==> config.mk <==
export PLATFORM = sky130hd
export DESIGN_NAME = dvrc_ctrl
export DESIGN_NICKNAME = d
export VERILOG_FILES = /design/src/rtl/dvrc_pkg.sv /design/src/rtl/dvrc_ctrl.sv
export SDC_FILE = /design/constraint.sdc
export NUM_CORES = 1
export LEC_CHECK = 0
export ABC_CLOCK_PERIOD_IN_PS = 1800
export BUFFER_PORTS_ARGS = -buffer_cell sky130_fd_sc_hd__buf_2
export CAP_MARGIN = 20
export CORE_AREA = 2 2 39 41
export DETAILED_ROUTE_END_ITERATION = 10
export DIE_AREA = 0 0 41 43
export HOLD_SLACK_MARGIN = 0.1
export PLACE_DENSITY_LB_ADDON = 0.08
export SLEW_MARGIN = 20
export SYNTH_ARGS = -nofsm -noshare
export SYNTH_HDL_FRONTEND = slang
export SYNTH_SLANG_ARGS = --single-unit
==> constraint.sdc <==
create_clock -name clk -period 1.8 [get_ports clk]
set_clock_uncertainty 0.15 [all_clocks]
set_input_delay 0.09 -clock clk [delete_from_list [all_inputs] [get_ports clk]]
set_output_delay 0.09 -clock clk [all_outputs]
set_load 0.03 [all_outputs]
==> src/rtl/dvrc_pkg.sv <==
// Shared types and constants for the distance-vector route coordinator.
// No dependencies; imported by every module of the block.
package dvrc_pkg;

  localparam int NODES_DEF = 64;        // default routing table depth
  localparam int NBR       = 8;         // neighbour slots, one per send_mask bit
  localparam int IDW       = 6;         // node id width
  localparam int DW        = 8;         // distance width
  localparam int AWW       = 1 << IDW;  // awaiting-reply bitmap, one bit per node id
  localparam int MSGS      = 3;         // most messages one table entry can cause

  localparam logic [DW-1:0] DIST_INF = 8'hFF;
  localparam logic [6:0]    NONE_ID  = 7'd127;

  // operation codes
  localparam logic [2:0] OP_ROUTE   = 3'd0;
  localparam logic [2:0] OP_COORD   = 3'd1;
  localparam logic [2:0] OP_UNCOORD = 3'd2;
  localparam logic [2:0] OP_LINK    = 3'd3;
  localparam logic [2:0] OP_SET     = 3'd4;

  // message kinds
  localparam logic [1:0] KIND_ROUTE   = 2'd0;
  localparam logic [1:0] KIND_COORD   = 2'd1;
  localparam logic [1:0] KIND_UNCOORD = 2'd2;

  typedef struct packed {
    logic [2:0]     operation;
    logic [2:0]     slot;
    logic [IDW-1:0] destination;
    logic [DW-1:0]  distance;
    logic [IDW-1:0] neighbour_node;
    logic           neighbour_present;
  } in_word_t;

  typedef struct packed {
    logic [1:0]     message_kind;
    logic [IDW-1:0] message_destination;
    logic [DW-1:0]  message_distance;
    logic [NBR-1:0] send_mask;
    logic           last;
  } out_word_t;

  typedef struct packed {
    logic [DW-1:0]  metric;
    logic [6:0]     nh;
    logic           coord;
    logic [6:0]     init;
    logic [AWW-1:0] aw;
  } entry_t;

  localparam entry_t ENTRY_RST = '{metric: DIST_INF, nh: NONE_ID, coord: 1'b0,
                                   init: NONE_ID, aw: '0};

  typedef struct packed {
    logic           v;
    logic [1:0]     kind;
    logic [DW-1:0]  metric;
    logic [NBR-1:0] mask;
  } msg_t;

  typedef enum logic [2:0] {
    ST_IDLE, ST_DECODE, ST_READ, ST_CALC, ST_EMIT, ST_FLUSH
  } state_t;

  typedef struct packed {
    logic load_in;
    logic slot_wr;
    logic idx_first;
    logic idx_inc;
    logic rd_en;
    logic calc;
    logic take;
    logic skip;
    logic flush;
  } ctl_cmd_t;

  typedef struct packed {
    logic [2:0] op;
    logic       sender_ok;
    logic       dest_ok;
    logic       msg_v;
    logic       ptr_end;
    logic       held_v;
    logic       out_free;
    logic       idx_end;
  } ctl_sts_t;

endpackage

==> src/rtl/dvrc_ctrl.sv <==
// Controller: sequences decode, table read, update and message emission.
// Depends on dvrc_pkg.
module dvrc_ctrl import dvrc_pkg::*; (
  input  logic     clk,
  input  logic     rst_n,
  input  logic     in_valid,
  output logic     in_stall,
  input  ctl_sts_t sts,
  output ctl_cmd_t cmd
);

  state_t state_r, state_nxt;
  logic   msg_op;
  logic   go_on;

  assign msg_op = (sts.op == OP_ROUTE) || (sts.op == OP_COORD) || (sts.op == OP_UNCOORD);
  // current message can be consumed this cycle
  assign go_on  = !sts.msg_v || !sts.held_v || sts.out_free;

  always_ff @(posedge clk) begin
    if (!rst_n) state_r <= ST_IDLE;
    else state_r <= state_nxt;
  end

  always_comb begin
    state_nxt = state_r;
    case (state_r)
      ST_IDLE:   if (in_valid) state_nxt = ST_DECODE;
      ST_DECODE: begin
        if (sts.sender_ok && ((msg_op && sts.dest_ok) || sts.op == OP_LINK))
          state_nxt = ST_READ;
        else
          state_nxt = ST_IDLE;
      end
      ST_READ:   state_nxt = ST_CALC;
      ST_CALC:   state_nxt = ST_EMIT;
      ST_EMIT: begin
        if (go_on && sts.ptr_end) begin
          if (sts.op == OP_LINK && !sts.idx_end) state_nxt = ST_READ;
          else state_nxt = ST_FLUSH;
        end
      end
      ST_FLUSH:  if (!sts.held_v || sts.out_free) state_nxt = ST_IDLE;
      default:   state_nxt = ST_IDLE;
    endcase
  end

  always_comb begin
    cmd      = '0;
    in_stall = (state_r != ST_IDLE);
    case (state_r)
      ST_IDLE:   cmd.load_in = in_valid;
      ST_DECODE: begin
        cmd.slot_wr   = (sts.op == OP_SET);
        cmd.idx_first = sts.sender_ok && ((msg_op && sts.dest_ok) || sts.op == OP_LINK);
      end
      ST_READ:   cmd.rd_en = 1'b1;
      ST_CALC:   cmd.calc  = 1'b1;
      ST_EMIT: begin
        cmd.take    = sts.msg_v && go_on;
        cmd.skip    = !sts.msg_v;
        cmd.idx_inc = go_on && sts.ptr_end && sts.op == OP_LINK && !sts.idx_end;
      end
      ST_FLUSH:  cmd.flush = sts.held_v && sts.out_free;
      default:   cmd = '0;
    endcase
  end

  a_one_step: assert property (@(posedge clk) disable iff (!rst_n)
    !(cmd.take && cmd.skip))
    else $error("take and skip together");
  a_accept_idle: assert property (@(posedge clk) disable iff (!rst_n)
    (in_valid && !in_stall) |=> state_r == ST_DECODE)
    else $error("accepted word not decoded");
  a_calc_once: assert property (@(posedge clk) disable iff (!rst_n)
    cmd.calc |-> $past(cmd.rd_en))
    else $error("update without a table read");

endmodule

==> run summary <==
Vias in the first global route = 430
Worst hold path class = input pin to flip-flop
Final count of pins violating max slew = 0
CP Max Fanout = 9
Total Power = 0.378 mW
Transition time of the tightest slew-check pin = 299 ps
Instance count on the critical path = 4
Post-synthesis mux area share = 0.0291
Worst R2R Setup Slack = 390 ps
Core area = 1380 um2
WHS Path Cells = 4
Pin count of the biggest net entering global routing = 10
Vias = 442
Fin Setup TNS = 0 ps
Mapped cell area = 387 um2
CTS tree = yes
Count of cell types in the netlist = 32
DP HPWL = 806 um
Max clock buf depth = 2
Period utilization = 0.928
Starting Density = 0.279
First-pass GRT wire length = 1700 um
Worst r2r src = state_r[2]
Max stage delay on crit path = 380 ps
N_diodes = 0
CTS sink cnt = 3
Initial antenna violation count = 0
Remaining DRCs = 0
Crit path buffers/inverters = 1
Post-Layout Cell Count = 89
Synth Area in Simple Gates = 0.453
Final #Nets = 87
Chip width = 41 um
Clock Pin Slew Worst Setup and Hold Paths = 40 ps
Post-synthesis adder-cell area fraction = 0
Compound-cell area share of the yosys netlist = 0.265
Count of final setup violators = 0
Layout cells sized above 1 = 0.493
WP data required = 1560 ps
Buffers on Ports = 22
Seq/Total Area, Yosys = 0.155
CP Cell Sequence = nor2_1, nand2_1, and4b_1, buf_2
HP Start = sts[2]
Largest family of logic cells by synthesized area = simple AND/OR/NAND/NOR gates
Critical path capture point type = output pin
Outcome = finished, final reports clean
Syn Inst Count = 46
Switching share of power = 0.390
Leakage power = 0.273 nW
Most frequent cells in the layout = buf_2, nor2_1, inv_1
Clock Power Share = 0.314
Synthesized Nets = 59
1st-pass router iterations = 2
Unrepaired setup endpoints after global routing = false
H-tree lvl count = 1
Min Tclk post-route = 1670 ps
Seq cells post-synth = 3
PwrDens = 685 nW/um2
Overflow after GRT = 0
Largest regs = state_r x3
Vias per cell = 4.97
Final GP Congestion = 0.722
Avg Inst Size Synth = 8.40 um2
Placed cell area = 515 um2
Critical-path top delay cell = dfxtp_1
Vert. Die Dim = 43 um
Max-Slew Margin vs Limit = 0.800
Cts repair resizes = 0
Comb power frac = 0.458
Row count = 14
Worst EP arrival = 1430 ps
Internal = 0.230 mW
Placed Cells = 84
Cell family with the largest share of critical-path delay = simple AND/OR/NAND/NOR gates
Commonest non-fill, non-tap cell in the layout = buf_2
Setup crit start = state_r[1]
Hold Slack = 198 ps
Root buffer selected by CTS = clkbuf_4
Warnings, synthesis = 0
Final ANT Viol Nets = 0
Pre-CTS WS = 364 ps
Top Ports = 23
Area Overhead vs Synth = 42.7%
Worst vdd ir = 0.241 mV
R2R cell count = 3
CTS Buf Count = 3
Setup ws final = 130 ps
Crit start category = flip-flop
Die ar. = 1760 um2
Seq pwr share = 0.229
P_sw = 0.147 mW
Max reg flops = 3
GRT Total Usage = 0.142
Drt total wl = 1030 um
Final Hold Viols = 0
DR WL/cell = 11.6 um
Critical path type = flip-flop to output pin
Post-Synth XOR/XNOR Area = 0
Final instance area = 552 um2
Initial drt markers = 3
Max Cap Viol = 0
F_max = 599 MHz
Largest Register = state_r
Worst-skew pair later-pin latency = 230 ps
Layout Utilization = 0.399
==> tightest hold or removal path: stages <==
cell,delay (ps)
buf_2,130
and3b_4,190
nand2_1,70
a211oi_2,60
==> final timing paths <==
kind,end
worst max-delay path,cmd[5]
worst min-delay path,state_r[2]
worst max register to register,state_r[1]
worst min register to register,state_r[0]
==> Yosys cell counts <==
cell | instances | share of area
o21ai_0 | 2 | 0.026
nand4b_1 | 1 | 0.023
mux2_2 | 1 | 0.029
a31o_1 | 1 | 0.023
and3b_4 | 1 | 0.032
nor4_4 | 1 | 0.055
a21boi_1 | 1 | 0.019
o211a_1 | 1 | 0.026
nand3b_1 | 1 | 0.019
a2bb2oi_1 | 1 | 0.023
or4_4 | 1 | 0.029
a21oi_1 | 1 | 0.013
inv_1 | 4 | 0.039
buf_6 | 2 | 0.058
a211oi_2 | 1 | 0.032
nand2b_1 | 3 | 0.049
o211ai_2 | 1 | 0.032
nor2_1 | 4 | 0.039
nor3b_1 | 1 | 0.019
nand3_1 | 1 | 0.013
nand2_1 | 3 | 0.029
nor4_1 | 1 | 0.016
a21o_2 | 1 | 0.023
and3b_2 | 1 | 0.026
and4b_1 | 1 | 0.026
or2_1 | 1 | 0.016
nor3_1 | 1 | 0.013
and3_1 | 1 | 0.016
dfxtp_1 | 3 | 0.16
o221a_1 | 1 | 0.029
a211oi_1 | 1 | 0.019
and4bb_1 | 1 | 0.032
==> per-layer routing <==
layer | vias up | routed length, um | share of wire | global-route usage
li1 | 228 | - | - | -
met1 | 198 | 449 | 0.44 | 0.175
met2 | 16 | 541 | 0.52 | 0.225
met3 | 0 | 41 | 0.040 | 0.0157
met4 | 0 | 0 | 0 | 0.0800
met5 | - | 0 | 0 | 0
==> power by group through the flow <==
stage               combinational, mW  clock, mW  sequential [mW]
floorplan                       0.124          0           0.0838
detailed placement              0.170          0           0.0876
global route                    0.188      0.129           0.0879
finish                          0.173      0.118           0.0865
global placement                0.174          0           0.0874
CTS                             0.173      0.121           0.0866
==> layout make-up <==
cell class,count,area (um2)
clock buffers,4,26.3
fillers,157,832
inverters,4,15.0
multi-input cells,37,295
flip-flops and latches,3,60.1
well taps,16,20.0
repair buffers,25,135
==> logic make-up after synthesis <==
| family | Yosys count |
|---|---|
| simple gates | 24 |
| flops | 3 |
| mux | 1 |
| compound gates | 12 |
| buf+inv | 6 |
==> repair_timing <==
action                                 in CTS  in global routing
buffers inserted                            0                  0
endpoints found under the hold margin       3                  0
hold buffers                                1                  0
No activity file was read; power rests on OpenSTA's default activity.
